`src/design/guarded_transition_fsm_engine_assert.svh`:
```
// Assertion macros for the guarded transition engine.
// Used by the controller and the top level; no other dependencies.
`ifndef GUARDED_TRANSITION_FSM_ENGINE_ASSERT_SVH
`define GUARDED_TRANSITION_FSM_ENGINE_ASSERT_SVH

// implication checked every cycle outside reset
`define GTF_ASSERT_IMP(label, clk, rst_n, ante, cons) \
  label: assert property (@(posedge clk) disable iff (!rst_n) (ante) |-> (cons)) \
    else $error("assertion failed");

// implication checked in the cycle after the antecedent
`define GTF_ASSERT_NEXT(label, clk, rst_n, ante, cons) \
  label: assert property (@(posedge clk) disable iff (!rst_n) (ante) |=> (cons)) \
    else $error("assertion failed");

`endif

```
`src/design/gtf_pkg.sv`:
```
// Shared types and constants of the guarded transition engine.
// No dependencies.
package gtf_pkg;
  localparam int NumStates = 16;
  localparam int NumVars = 16;
  localparam int TransPerState = 4;
  localparam int CondsPerTrans = 4;
  localparam int StW = 5;
  localparam int TrW = 2;
  localparam int CnW = 2;
  localparam int NumSlots = NumStates * TransPerState;
  localparam int NumConds = NumSlots * CondsPerTrans;
  localparam int SlotW = 6;
  localparam int CondW = 8;
  localparam logic [StW-1:0] NoState = StW'(NumStates);

  localparam logic [2:0] CmdSetVar = 3'd0;
  localparam logic [2:0] CmdWrCond = 3'd1;
  localparam logic [2:0] CmdWrTrans = 3'd2;
  localparam logic [2:0] CmdEval = 3'd3;
  localparam logic [2:0] CmdReset = 3'd4;
  localparam logic [2:0] CmdSetCur = 3'd5;

  localparam logic [1:0] StsMoved = 2'd0;
  localparam logic [1:0] StsSame = 2'd1;
  localparam logic [1:0] StsNone = 2'd2;
  localparam logic [1:0] StsLoop = 2'd3;

  localparam logic [2:0] CmpEq = 3'd0;
  localparam logic [2:0] CmpNe = 3'd1;
  localparam logic [2:0] CmpGt = 3'd2;
  localparam logic [2:0] CmpGe = 3'd3;
  localparam logic [2:0] CmpLt = 3'd4;
  localparam logic [2:0] CmpLe = 3'd5;

  typedef struct packed {
    logic [2:0] cmd;
    logic [3:0] var_index;
    logic signed [31:0] value;
    logic [4:0] state_index;
    logic [1:0] trans_index;
    logic [1:0] cond_index;
    logic [2:0] comparator;
    logic [4:0] target_state;
    logic [2:0] cond_count;
    logic slot_valid;
  } item_t;

  // controller -> datapath
  typedef struct packed {
    logic start;       // latch item, run the immediate part
    logic clr_vars;    // clearing sweep step
    logic [3:0] clr_idx;
    logic load_trans;  // read transition slot (state, slot)
    logic load_cond;   // read condition for current transition
    logic eval_cond;   // condition data valid: compare
    logic hop;         // move walk to target
    logic finish;      // write result register
    logic [1:0] status;
  } ctrl_t;

  // datapath -> controller
  typedef struct packed {
    logic cur_none;
    logic slot_valid;
    logic [2:0] slot_count;
    logic cond_ok;
    logic tgt_none;
    logic tgt_visited;
    logic at_start;
  } stat_t;
endpackage

```
`src/design/gtf_ctrl.sv`:
```
// Controller: command sequencing and evaluate walk over slots and conditions.
// Depends on gtf_pkg and the assertion header.
`include "guarded_transition_fsm_engine_assert.svh"
module gtf_ctrl (
  input  logic clk_i,
  input  logic rst_ni,
  input  logic in_fire_i,
  input  logic [2:0] cmd_i,
  input  logic out_busy_i,
  input  gtf_pkg::stat_t stat_i,
  output gtf_pkg::ctrl_t ctrl_o,
  output logic [1:0] trans_o,
  output logic [1:0] cond_o,
  output logic idle_o,
  output logic done_o
);
  import gtf_pkg::*;

  localparam logic [2:0] SIdle = 3'd0;
  localparam logic [2:0] SClr = 3'd1;
  localparam logic [2:0] STrRd = 3'd2;  // slot read address presented
  localparam logic [2:0] STrChk = 3'd3; // slot data available
  localparam logic [2:0] SCdRd = 3'd4;  // condition data available, compare
  localparam logic [2:0] SCdChk = 3'd5;
  localparam logic [2:0] SHop = 3'd6;
  localparam logic [2:0] SDone = 3'd7;

  logic [2:0] state_q, state_d;
  logic [1:0] tr_q, tr_d, cd_q, cd_d, sts_q, sts_d;
  logic [3:0] ci_q, ci_d;
  logic [2:0] cmd_q;
  // hop decision: no firing slot means target none, forced here
  logic no_fire_q, hop_ready;
  logic [1:0] hop_sts;

  always_comb begin
    state_d = state_q; tr_d = tr_q; cd_d = cd_q; sts_d = sts_q; ci_d = ci_q;
    ctrl_o = '0;
    ctrl_o.clr_idx = ci_q;
    ctrl_o.status = sts_q;
    unique case (state_q)
      SIdle: if (in_fire_i) begin
        ctrl_o.start = 1'b1;
        sts_d = StsMoved; tr_d = '0; cd_d = '0; ci_d = '0;
        priority if (cmd_i == CmdReset) state_d = SClr;
        else if (cmd_i == CmdEval && stat_i.cur_none) begin
          sts_d = StsNone; state_d = SDone;
        end else if (cmd_i == CmdEval) state_d = STrRd;
        else state_d = SDone;
      end
      SClr: begin
        ctrl_o.clr_vars = 1'b1;
        ci_d = ci_q + 4'd1;
        if (ci_q == 4'(NumVars - 1)) state_d = SDone;
      end
      STrRd: state_d = STrChk;
      STrChk: begin
        ctrl_o.load_trans = 1'b1;
        cd_d = '0;
        if (!stat_i.slot_valid) begin
          tr_d = tr_q + 2'd1;
          state_d = (tr_q == 2'(TransPerState - 1)) ? SHop : STrRd;
        end else if (stat_i.slot_count == 3'd0) state_d = SHop;
        else state_d = SCdRd;
      end
      SCdRd: begin ctrl_o.eval_cond = 1'b1; state_d = SCdChk; end
      SCdChk: begin
        if (!stat_i.cond_ok) begin
          tr_d = tr_q + 2'd1; cd_d = '0;
          state_d = (tr_q == 2'(TransPerState - 1)) ? SHop : STrRd;
        end else if ({1'b0, cd_q} + 3'd1 == stat_i.slot_count) state_d = SHop;
        else begin cd_d = cd_q + 2'd1; state_d = SCdRd; end
      end
      SHop: if (!no_fire_q) ctrl_o.hop = !stat_i.tgt_visited && !stat_i.tgt_none;
      SDone: begin
        ctrl_o.finish = !out_busy_i;
        state_d = SIdle;
      end
      default: state_d = SIdle;
    endcase
  end

  always_ff @(posedge clk_i or negedge rst_ni) begin
    if (!rst_ni) begin
      state_q <= SIdle; tr_q <= '0; cd_q <= '0; sts_q <= '0; ci_q <= '0;
      cmd_q <= '0; no_fire_q <= 1'b0;
    end else begin
      if (state_q == SIdle && in_fire_i) cmd_q <= cmd_i;
      if (state_q == SHop) begin
        tr_q <= '0; cd_q <= '0;
        if (hop_ready) begin
          state_q <= SDone;
          sts_q <= hop_sts;
        end else state_q <= STrRd;
        no_fire_q <= 1'b0;
      end else begin
        state_q <= (state_q == SDone && out_busy_i) ? SDone : state_d;
        tr_q <= tr_d; cd_q <= cd_d; sts_q <= sts_d; ci_q <= ci_d;
        if ((state_q == STrChk && !stat_i.slot_valid && tr_q == 2'(TransPerState - 1)) ||
            (state_q == SCdChk && !stat_i.cond_ok && tr_q == 2'(TransPerState - 1)))
          no_fire_q <= 1'b1;
      end
    end
  end
  assign hop_ready = no_fire_q || stat_i.tgt_none || stat_i.tgt_visited;
  // with no firing slot the walk stops on none, which is never marked
  assign hop_sts = (!no_fire_q && stat_i.tgt_visited) ? StsLoop :
                   (stat_i.at_start ? StsSame : StsMoved);

  assign trans_o = tr_q;
  // condition read address runs one step ahead of the compare
  assign cond_o = cd_d;
  assign idle_o = state_q == SIdle;
  assign done_o = state_q == SDone && !out_busy_i;

  `GTF_ASSERT_IMP(a_start_idle, clk_i, rst_ni, ctrl_o.start, state_q == SIdle)
  `GTF_ASSERT_NEXT(a_done_idle, clk_i, rst_ni, done_o, state_q == SIdle)
  `GTF_ASSERT_NEXT(a_clr_wrap, clk_i, rst_ni, state_q == SClr && ci_q == 4'(NumVars - 1),
                   state_q == SDone)
  `GTF_ASSERT_IMP(a_evalcmd, clk_i, rst_ni, state_q == STrRd, cmd_q == CmdEval)
endmodule

```
`config.mk`:
```
export PLATFORM = sky130hd
export DESIGN_NAME = gtf_ctrl
export DESIGN_NICKNAME = d
export VERILOG_FILES = /design/src/design/gtf_pkg.sv /design/src/design/gtf_ctrl.sv
export VERILOG_INCLUDE_DIRS = /design/src /design/src/design
export SDC_FILE = /design/constraint.sdc
export NUM_CORES = 1
export LEC_CHECK = 0
export ABC_CLOCK_PERIOD_IN_PS = 4000
export BUFFER_PORTS_ARGS = -buffer_cell sky130_fd_sc_hd__buf_4
export CORE_MARGIN = 2
export CORE_UTILIZATION = 50
export DETAILED_ROUTE_END_ITERATION = 10
export PLACE_DENSITY = 0.79
export SLEW_MARGIN = 20
export SYNTH_ARGS = -nofsm -noshare
export SYNTH_HDL_FRONTEND = slang
export SYNTH_SLANG_ARGS = --single-unit
```
`constraint.sdc`:
```
create_clock -name clk_i -period 4 [get_ports clk_i]
set_input_delay 0.6 -clock clk_i [delete_from_list [all_inputs] [get_ports clk_i]]
set_output_delay 0.6 -clock clk_i [all_outputs]
set_load 0.01 [all_outputs]
```
==> impl_metrics.prom, run 1 <==
# TYPE chip_impl_metric gauge
chip_impl_metric{name="htreeDepth",unit=""} 1
chip_impl_metric{name="clk-insertion-delay-late",unit="ns"} 0.29
chip_impl_metric{name="synthArstFlopShare",unit="%"} 100
chip_impl_metric{name="num_io_pins",unit=""} 35
chip_impl_info{name="ctsRootBufferMaster",value="sky130_fd_sc_hd__clkbuf_4"} 1
chip_impl_metric{name="synthesis.instances",unit=""} 120
chip_impl_metric{name="start_util",unit="%"} 52.9
chip_impl_metric{name="cts.sinks",unit=""} 14
chip_impl_metric{name="die_outline_area",unit="um2"} 2460
chip_impl_metric{name="place_ws",unit="ns"} 1.73
chip_impl_info{name="setup.worst_path.start_class",value="flop"} 1
chip_impl_metric{name="cp_max_fo",unit=""} 6
chip_impl_metric{name="final.setup_skew",unit="ns"} 0.00627
chip_impl_metric{name="layout.nets",unit=""} 170
chip_impl_metric{name="fmax",unit="GHz"} 0.386
chip_impl_metric{name="row_count",unit=""} 16
chip_impl_metric{name="hold_ws",unit="ns"} 0.138
chip_impl_metric{name="layout-area-overhead-vs-synth",unit="%"} 25.4
chip_impl_metric{name="vias",unit=""} 967
chip_impl_metric{name="placed_area",unit="um2"} 1270
chip_impl_metric{name="power.leakage",unit="nW"} 0.637
chip_impl_metric{name="drtIter0Drc",unit=""} 20
chip_impl_metric{name="max-clock-path-buffers",unit=""} 2
chip_impl_metric{name="cts-buffers-inserted",unit=""} 3
chip_impl_metric{name="die_y",unit="um"} 49.6
chip_impl_metric{name="period_minus_slack",unit="ns"} 2.59
chip_impl_metric{name="synth_area",unit="um2"} 1040
chip_impl_metric{name="ant_nets",unit=""} 0
chip_impl_metric{name="die_x",unit="um"} 49.6
chip_impl_metric{name="setup_bufs_post_cts",unit=""} 0
chip_impl_metric{name="gp_congestion",unit=""} 0.865
chip_impl_metric{name="postSynthNetCount",unit=""} 139
chip_impl_metric{name="estimated_wirelength_of_the_detail_placed_design",unit="mm"} 1.89
chip_impl_metric{name="seq_total_area_yosys",unit="%"} 33.7
chip_impl_metric{name="clk_transition_reported_paths",unit="ns"} 0.09
chip_impl_metric{name="worst_pin_slew",unit="ns"} 0.578
chip_impl_metric{name="max_cap_viol",unit=""} 0
chip_impl_info{name="dominantRegCellSynth",value="sky130_fd_sc_hd__dfrtp_1"} 1
chip_impl_metric{name="design_area",unit="um2"} 1300
chip_impl_metric{name="antenna_violations_before_repair",unit=""} 0
chip_impl_info{name="final_cell_mix",value="sky130_fd_sc_hd__buf_4 (33), sky130_fd_sc_hd__dfrtp_1 (14), sky130_fd_sc_hd__nor2_1 (12)"} 1
chip_impl_metric{name="maximum_number_of_pins_on_one_net_before_global_route_repair",unit=""} 23
chip_impl_metric{name="min_period_over_period",unit="%"} 64.7
chip_impl_info{name="crit_path_category",value="reg2out"} 1
chip_impl_metric{name="worst_supply_voltage_drop_on_vdd",unit="V"} 0.000333
chip_impl_metric{name="grt.total_usage",unit="%"} 22.2
chip_impl_info{name="hold_path.class",value="in2async"} 1
chip_impl_metric{name="global_route_wire_length_before_repair",unit="mm"} 4.19
chip_impl_metric{name="io_buffer_count",unit=""} 33
chip_impl_metric{name="setup-violations-final",unit=""} 0
chip_impl_metric{name="synth-seq-cells",unit=""} 14
chip_impl_metric{name="final.fill_count",unit=""} 184
chip_impl_metric{name="postLayoutSetupSlackWorst",unit="ns"} 1.41
chip_impl_metric{name="routed_wirelength",unit="mm"} 2.38
chip_impl_metric{name="antenna-diode-count",unit=""} 0
chip_impl_metric{name="count_of_hold_buffers_inserted_by_post_cts_repair",unit=""} 0
chip_impl_info{name="clock_tree_from_tritoncts",value="done"} 1
chip_impl_metric{name="finalHoldViolCount",unit=""} 0
chip_impl_info{name="mostFrequentLayoutCell",value="sky130_fd_sc_hd__buf_4"} 1
chip_impl_metric{name="worst_ep_required_time",unit="ns"} 3.40
chip_impl_info{name="status",value="complete, no violations"} 1
chip_impl_metric{name="crit_arrival",unit="ns"} 1.99
chip_impl_metric{name="avgSynthCellArea",unit="um2"} 8.65
chip_impl_metric{name="final_layout_size_suffix_gt1_share",unit="%"} 30.0
chip_impl_metric{name="fin_tns_setup",unit="ns"} 0
chip_impl_metric{name="detail_route.drc_violations",unit=""} 0
chip_impl_metric{name="max_slew_margin",unit="%"} 61.5
chip_impl_metric{name="cts_resized",unit=""} 0
chip_impl_metric{name="report.power.total",unit="mW"} 0.956
chip_impl_metric{name="vias_in_the_first_global_route",unit=""} 966
chip_impl_metric{name="drt-vias-per-instance",unit=""} 5.46
chip_impl_metric{name="count_of_yosys_warnings_during_synthesis",unit=""} 0
chip_impl_metric{name="pwr_density_cell",unit="nW/um2"} 734
chip_impl_metric{name="ff2ff_setup_slack",unit="ns"} 2.26
chip_impl_metric{name="global_route.overflow_total",unit=""} 0
chip_impl_metric{name="average_wire_per_standard_cell",unit="um"} 13.5
chip_impl_metric{name="drtPass1Iterations",unit=""} 4
chip_impl_metric{name="timing.final.max_slew_violations",unit=""} 0
chip_impl_metric{name="count_of_different_cell_masters_after_synthesis",unit=""} 43
chip_impl_info{name="rsz0062_at_grt",value="false"} 1
chip_impl_info{name="timing.critical_path.to_type",value="primary output"} 1
chip_impl_metric{name="fp.coreArea",unit="um2"} 1960
chip_impl_metric{name="synth_enable_flop_cells",unit=""} 0
==> flip-flops by register name (all words and copies together) (netlist names) <==
| name | cells |
|---|---|
| cd_q | 2 |
| ci_q | 4 |
| no_fire_q | 1 |
| state_q | 3 |
| sts_q | 2 |
| trans_o | 2 |
==> metrics by stage <==
stage | utilization, % | cells
floorplan | - | 120
finish | 66.4 | 177
detailed placement | 64.5 | 173
CTS | 66.4 | 177
global route | 66.4 | 177
global placement | 64.5 | 173
==> cell usage after synthesis, types with 2 or more instances <==
library cell	instances	share of area [%]
sky130_fd_sc_hd__buf_6	2	2.2
sky130_fd_sc_hd__nand2b_1	4	2.4
sky130_fd_sc_hd__inv_1	5	1.8
sky130_fd_sc_hd__nor2b_1	2	1.2
sky130_fd_sc_hd__nand3_1	4	1.9
sky130_fd_sc_hd__o22ai_1	2	1.2
sky130_fd_sc_hd__a22o_1	2	1.7
sky130_fd_sc_hd__and2_1	3	1.8
sky130_fd_sc_hd__nor3_1	2	0.96
sky130_fd_sc_hd__nor4bb_1	2	1.9
sky130_fd_sc_hd__dfrtp_1	14	34
sky130_fd_sc_hd__buf_4	3	2.2
sky130_fd_sc_hd__nand2_1	7	2.5
sky130_fd_sc_hd__a21oi_1	9	4.3
sky130_fd_sc_hd__nand3b_1	3	2.2
sky130_fd_sc_hd__nor3b_1	2	1.4
sky130_fd_sc_hd__nor2_1	12	4.3
sky130_fd_sc_hd__and3_1	2	1.2
sky130_fd_sc_hd__ha_1	3	3.6
sky130_fd_sc_hd__nor3_2	2	1.9
sky130_fd_sc_hd__xor2_1	4	3.4
sky130_fd_sc_hd__o21ai_0	10	4.8
==> worst max-delay path, cell delays in order (launching register included) <==
cell,delay [ns]
sky130_fd_sc_hd__dfrtp_1,0.45
sky130_fd_sc_hd__ha_1,0.35
sky130_fd_sc_hd__xor2_1,0.16
sky130_fd_sc_hd__nor3_2,0.23
sky130_fd_sc_hd__a31oi_2,0.17
sky130_fd_sc_hd__o21ai_0,0.20
sky130_fd_sc_hd__buf_4,0.15
==> cell families (layout without fill, tap and decap cells) <==
logic type / Yosys count / after routing / share of synthesized area (%)
AO/OA/AOI/OAI: 32 / 32 / 20.0
XOR/XNOR: 5 / 5 / 4.22
adder cells (fa/ha/maj): 3 / 3 / 3.61
buffers and inverters: 12 / 42 / 6.99
flip-flops: 14 / 14 / 33.7
multiplexers: 2 / 2 / 2.53
other: 1 / 1 / 0.361
AND/OR/NAND/NOR: 51 / 51 / 28.6
==> worst paths after layout <==
| kind | start | endpoint | cells after the start |
|---|---|---|---|
| worst max-delay path | cd_q[0] | cond_o[1] | 6 |
| worst min-delay path | rst_ni | trans_o[0] | 1 |
| worst max register to register | state_q[0] | sts_q[1] | 4 |
| worst min register to register | trans_o[1] | trans_o[1] | 1 |
| max in group asynchronous | rst_ni | no_fire_q | 1 |
| min in group clk_i | trans_o[1] | trans_o[1] | 1 |
==> layout make-up <==
type / count / area, um2 / area share (%)
Clock buffer: 4 / 36.3 / 2.79
Multi-Input combinational cell: 94 / 616 / 47.3
Sequential cell: 14 / 350 / 26.9
Timing Repair Buffer: 33 / 248 / 19.0
Tap cell: 27 / 33.8 / 2.59
Inverter: 5 / 18.8 / 1.44
==> report_power, final <==
part	switching (mW)	internal (mW)
clock network	0.0509	0.0556
registers	0.115	0.203
logic	0.259	0.272
==> metal layers <==
layer  part of all wire [%]  up-vias  track usage, %
met5                      0        -               0
met3                    6.8        4            7.88
li1                       -      488               -
met1                     44      446            27.3
met4                    1.2        0            6.48
met2                     48       29            36.2
No activity file was read; power rests on OpenSTA's default activity.
==> run 2, diff against run 1 <==
ABC_CLOCK_PERIOD_IN_PS = 2400   (was 4000)
CORE_UTILIZATION = 49   (was 50)
PLACE_DENSITY = 0.78   (was 0.79)
clock period = 2.4 ns   (was 4 ns; I/O delays follow)
==> impl_metrics.prom, run 2 (synthesis gave the netlist of run 1 again) <==
# TYPE chip_impl_metric gauge
chip_impl_metric{name="fin_tns_setup",unit="ns"} 0
chip_impl_info{name="mostFrequentLayoutCell",value="sky130_fd_sc_hd__buf_4"} 1
chip_impl_metric{name="report.power.total",unit="mW"} 1.68
chip_impl_metric{name="fin_util",unit="%"} 68.4
chip_impl_info{name="crit_chain",value="buf_4, buf_4, xnor2_1, nor3_2, buf_4, nand3b_1, o22ai_1, buf_4"} 1
chip_impl_metric{name="fp.coreArea",unit="um2"} 1980
chip_impl_metric{name="die_x",unit="um"} 50.0
chip_impl_metric{name="p_sw",unit="mW"} 0.747
chip_impl_metric{name="cts.sinks",unit=""} 14
chip_impl_metric{name="timing.final.max_slew_violations",unit=""} 0
chip_impl_metric{name="num_io_pins",unit=""} 35
chip_impl_metric{name="die_outline_area",unit="um2"} 2500
chip_impl_metric{name="drt-vias-per-instance",unit=""} 5.62
chip_impl_metric{name="largest_register_ff_count",unit=""} 4
chip_impl_info{name="critical_path.slowest_cell",value="sky130_fd_sc_hd__dfrtp_2"} 1
chip_impl_metric{name="pwr_density_cell",unit="nW/um2"} 1240
chip_impl_metric{name="estimated_wirelength_of_the_detail_placed_design",unit="mm"} 1.86
chip_impl_metric{name="fmax",unit="GHz"} 0.438
chip_impl_metric{name="detail_route.drc_violations",unit=""} 0
chip_impl_metric{name="worst_hold_path.num_cells",unit=""} 3
chip_impl_info{name="timing.critical_path.to_type",value="primary output"} 1
chip_impl_metric{name="cp_slowest_stage_delay",unit="ns"} 0.46
chip_impl_metric{name="min_period_over_period",unit="%"} 95.2
chip_impl_metric{name="layout.cells.non_filler",unit=""} 182
chip_impl_metric{name="vias",unit=""} 1022
chip_impl_metric{name="power.clock.fraction",unit="%"} 11.0
chip_impl_metric{name="io_buffer_count",unit=""} 33
chip_impl_metric{name="final.setup_skew",unit="ns"} 0.00664
chip_impl_metric{name="r2r.worst_path.cells",unit=""} 4
chip_impl_metric{name="cts-buffers-inserted",unit=""} 3
chip_impl_metric{name="layout.nets",unit=""} 175
chip_impl_metric{name="maximum_number_of_pins_on_one_net_before_global_route_repair",unit=""} 17
chip_impl_info{name="rsz0062_at_grt",value="false"} 1
chip_impl_metric{name="placed_cells",unit=""} 174
chip_impl_metric{name="power.sequential.fraction",unit="%"} 30.3
chip_impl_info{name="top_register",value="ci_q"} 1
chip_impl_metric{name="power.leakage",unit="nW"} 0.658
chip_impl_info{name="ctsRootBufferMaster",value="sky130_fd_sc_hd__clkbuf_4"} 1
chip_impl_metric{name="vias_in_the_first_global_route",unit=""} 878
chip_impl_metric{name="grt.total_usage",unit="%"} 20.7
chip_impl_metric{name="routed_wirelength",unit="mm"} 2.55
chip_impl_info{name="rr_endpoint",value="sts_q[1]"} 1
chip_impl_metric{name="antenna_violations_before_repair",unit=""} 0
chip_impl_info{name="timing.hold.worst_endpoint",value="sts_q[0]"} 1
chip_impl_metric{name="design_area",unit="um2"} 1360
chip_impl_metric{name="final.fill_count",unit=""} 166
chip_impl_metric{name="average_wire_per_standard_cell",unit="um"} 14.0
chip_impl_metric{name="drtIter0Drc",unit=""} 26
chip_impl_info{name="largestRegisters",value="ci_q: 4 flops, state_q: 3 flops"} 1
chip_impl_info{name="setup.worst_path.start_class",value="flop"} 1
chip_impl_info{name="crit_path_category",value="reg2out"} 1
chip_impl_info{name="critPathTopFamily",value="buffers and inverters"} 1
chip_impl_metric{name="crit_arrival",unit="ns"} 1.92
chip_impl_metric{name="finalHoldViolCount",unit=""} 0
chip_impl_metric{name="ff2ff_setup_slack",unit="ns"} 0.67
chip_impl_metric{name="worst_ep_required_time",unit="ns"} 2.04
chip_impl_metric{name="drtPass1Iterations",unit=""} 4
chip_impl_info{name="worst_r2r_startpoint",value="state_q[1]"} 1
chip_impl_info{name="crit_path_start",value="cd_q[0]"} 1
chip_impl_info{name="clock_tree_from_tritoncts",value="done"} 1
chip_impl_metric{name="antenna-diode-count",unit=""} 0
chip_impl_metric{name="gp_congestion",unit=""} 0.817
chip_impl_metric{name="start_util",unit="%"} 52.4
chip_impl_metric{name="final_layout_size_suffix_gt1_share",unit="%"} 32.9
chip_impl_info{name="status",value="complete, no violations"} 1
chip_impl_metric{name="global_route_wire_length_before_repair",unit="mm"} 3.91
chip_impl_metric{name="cp_buf_inv_count",unit=""} 4
chip_impl_metric{name="place_ws",unit="ns"} 0.364
chip_impl_metric{name="die_y",unit="um"} 50.0
chip_impl_metric{name="cp_max_fo",unit=""} 5
chip_impl_metric{name="placed_area",unit="um2"} 1270
chip_impl_info{name="cpMostUsedCell",value="sky130_fd_sc_hd__buf_4"} 1
chip_impl_info{name="final_cell_mix",value="sky130_fd_sc_hd__buf_4 (37), sky130_fd_sc_hd__dfrtp_1 (13), sky130_fd_sc_hd__nor2_1 (12)"} 1
chip_impl_metric{name="ant_nets",unit=""} 0
chip_impl_metric{name="period_minus_slack",unit="ns"} 2.28
chip_impl_info{name="hold_path_startpoint",value="stat_i[0]"} 1
chip_impl_metric{name="max_cap_viol",unit=""} 0
chip_impl_metric{name="global_route.overflow_total",unit=""} 0
chip_impl_info{name="hold_path.class",value="in2reg"} 1
chip_impl_metric{name="setup-violations-final",unit=""} 0
chip_impl_metric{name="max-clock-path-buffers",unit=""} 2
chip_impl_metric{name="row_count",unit=""} 16
chip_impl_metric{name="clk-insertion-delay-late",unit="ns"} 0.30
chip_impl_metric{name="clk_transition_reported_paths",unit="ns"} 0.09
chip_impl_metric{name="switching_share",unit="%"} 44.5
chip_impl_metric{name="share_comb_of_total_power",unit="%"} 58.7
chip_impl_metric{name="htreeDepth",unit=""} 1
chip_impl_metric{name="layout-area-overhead-vs-synth",unit="%"} 30.6
chip_impl_metric{name="postLayoutSetupSlackWorst",unit="ns"} 0.116
chip_impl_metric{name="worst_supply_voltage_drop_on_vdd",unit="V"} 0.000685
chip_impl_metric{name="p_int",unit="mW"} 0.932
chip_impl_metric{name="hold_ws",unit="ns"} 0.322
run 2: how the worst max path moves through the flow:
| stage | cells past startpoint | endpoint | slack, ns |
|---|---|---|---|
| 5_1_grt | 8 | cond_o[0] | 0.004 |
| 2_1_floorplan | 5 | cond_o[1] | 0.53 |
| 3_3_place_gp | 6 | cond_o[1] | 0.47 |
| 6_report | 8 | cond_o[0] | 0.12 |
| 3_5_place_dp | 6 | cond_o[1] | 0.36 |
| 4_1_cts | 6 | cond_o[1] | 0.03 |
run 2: final cells by class:
cell class | instances | area, um2 | share of cell area [%]
inverters | 5 | 18.8 | 1.38
repair buffers | 38 | 288 | 21.2
flip-flops and latches | 14 | 352 | 25.9
well taps | 27 | 33.8 | 2.49
clock buffers | 4 | 36.3 | 2.68
multi-input cells | 94 | 628 | 46.3
run 2: metal layers:
| layer | GRT usage (%) | part of all wire [%] | routed length (um) | vias to the layer above |
|---|---|---|---|---|
| met4 | 11.1 | 2.5 | 63 | 0 |
| met5 | 0 | 0 | 0 | - |
| met3 | 3.03 | 4.2 | 107 | 7 |
| li1 | - | - | - | 494 |
| met2 | 34.9 | 49 | 1260 | 32 |
| met1 | 25.2 | 44 | 1120 | 489 |
run 2: power groups by stage:
stage | combinational (mW) | clock, mW | sequential (mW)
2_1_floorplan | 0.699 | 0 | 0.454
3_3_place_gp | 0.910 | 0 | 0.498
3_5_place_dp | 0.930 | 0 | 0.506
4_1_cts | 0.937 | 0.186 | 0.502
5_1_grt | 1.08 | 0.193 | 0.526
6_report | 0.985 | 0.184 | 0.509
run 2: worst reg2reg max path: cells and delay by family (launching register included):
kind	cells	cell delay, ns
AO/OA/AOI/OAI	2	0.40
flip-flops	1	0.55
AND/OR/NAND/NOR	2	0.65
run 2: what timing repair did:
| item | in CTS | in global routing |
|---|---|---|
| buffers inserted | 0 | 3 |
| hold endpoints to repair | 14 | 0 |
| setup endpoints to repair | 0 | 2 |
| hold buffers | 1 | 0 |
| resized for setup | 0 | 3 |
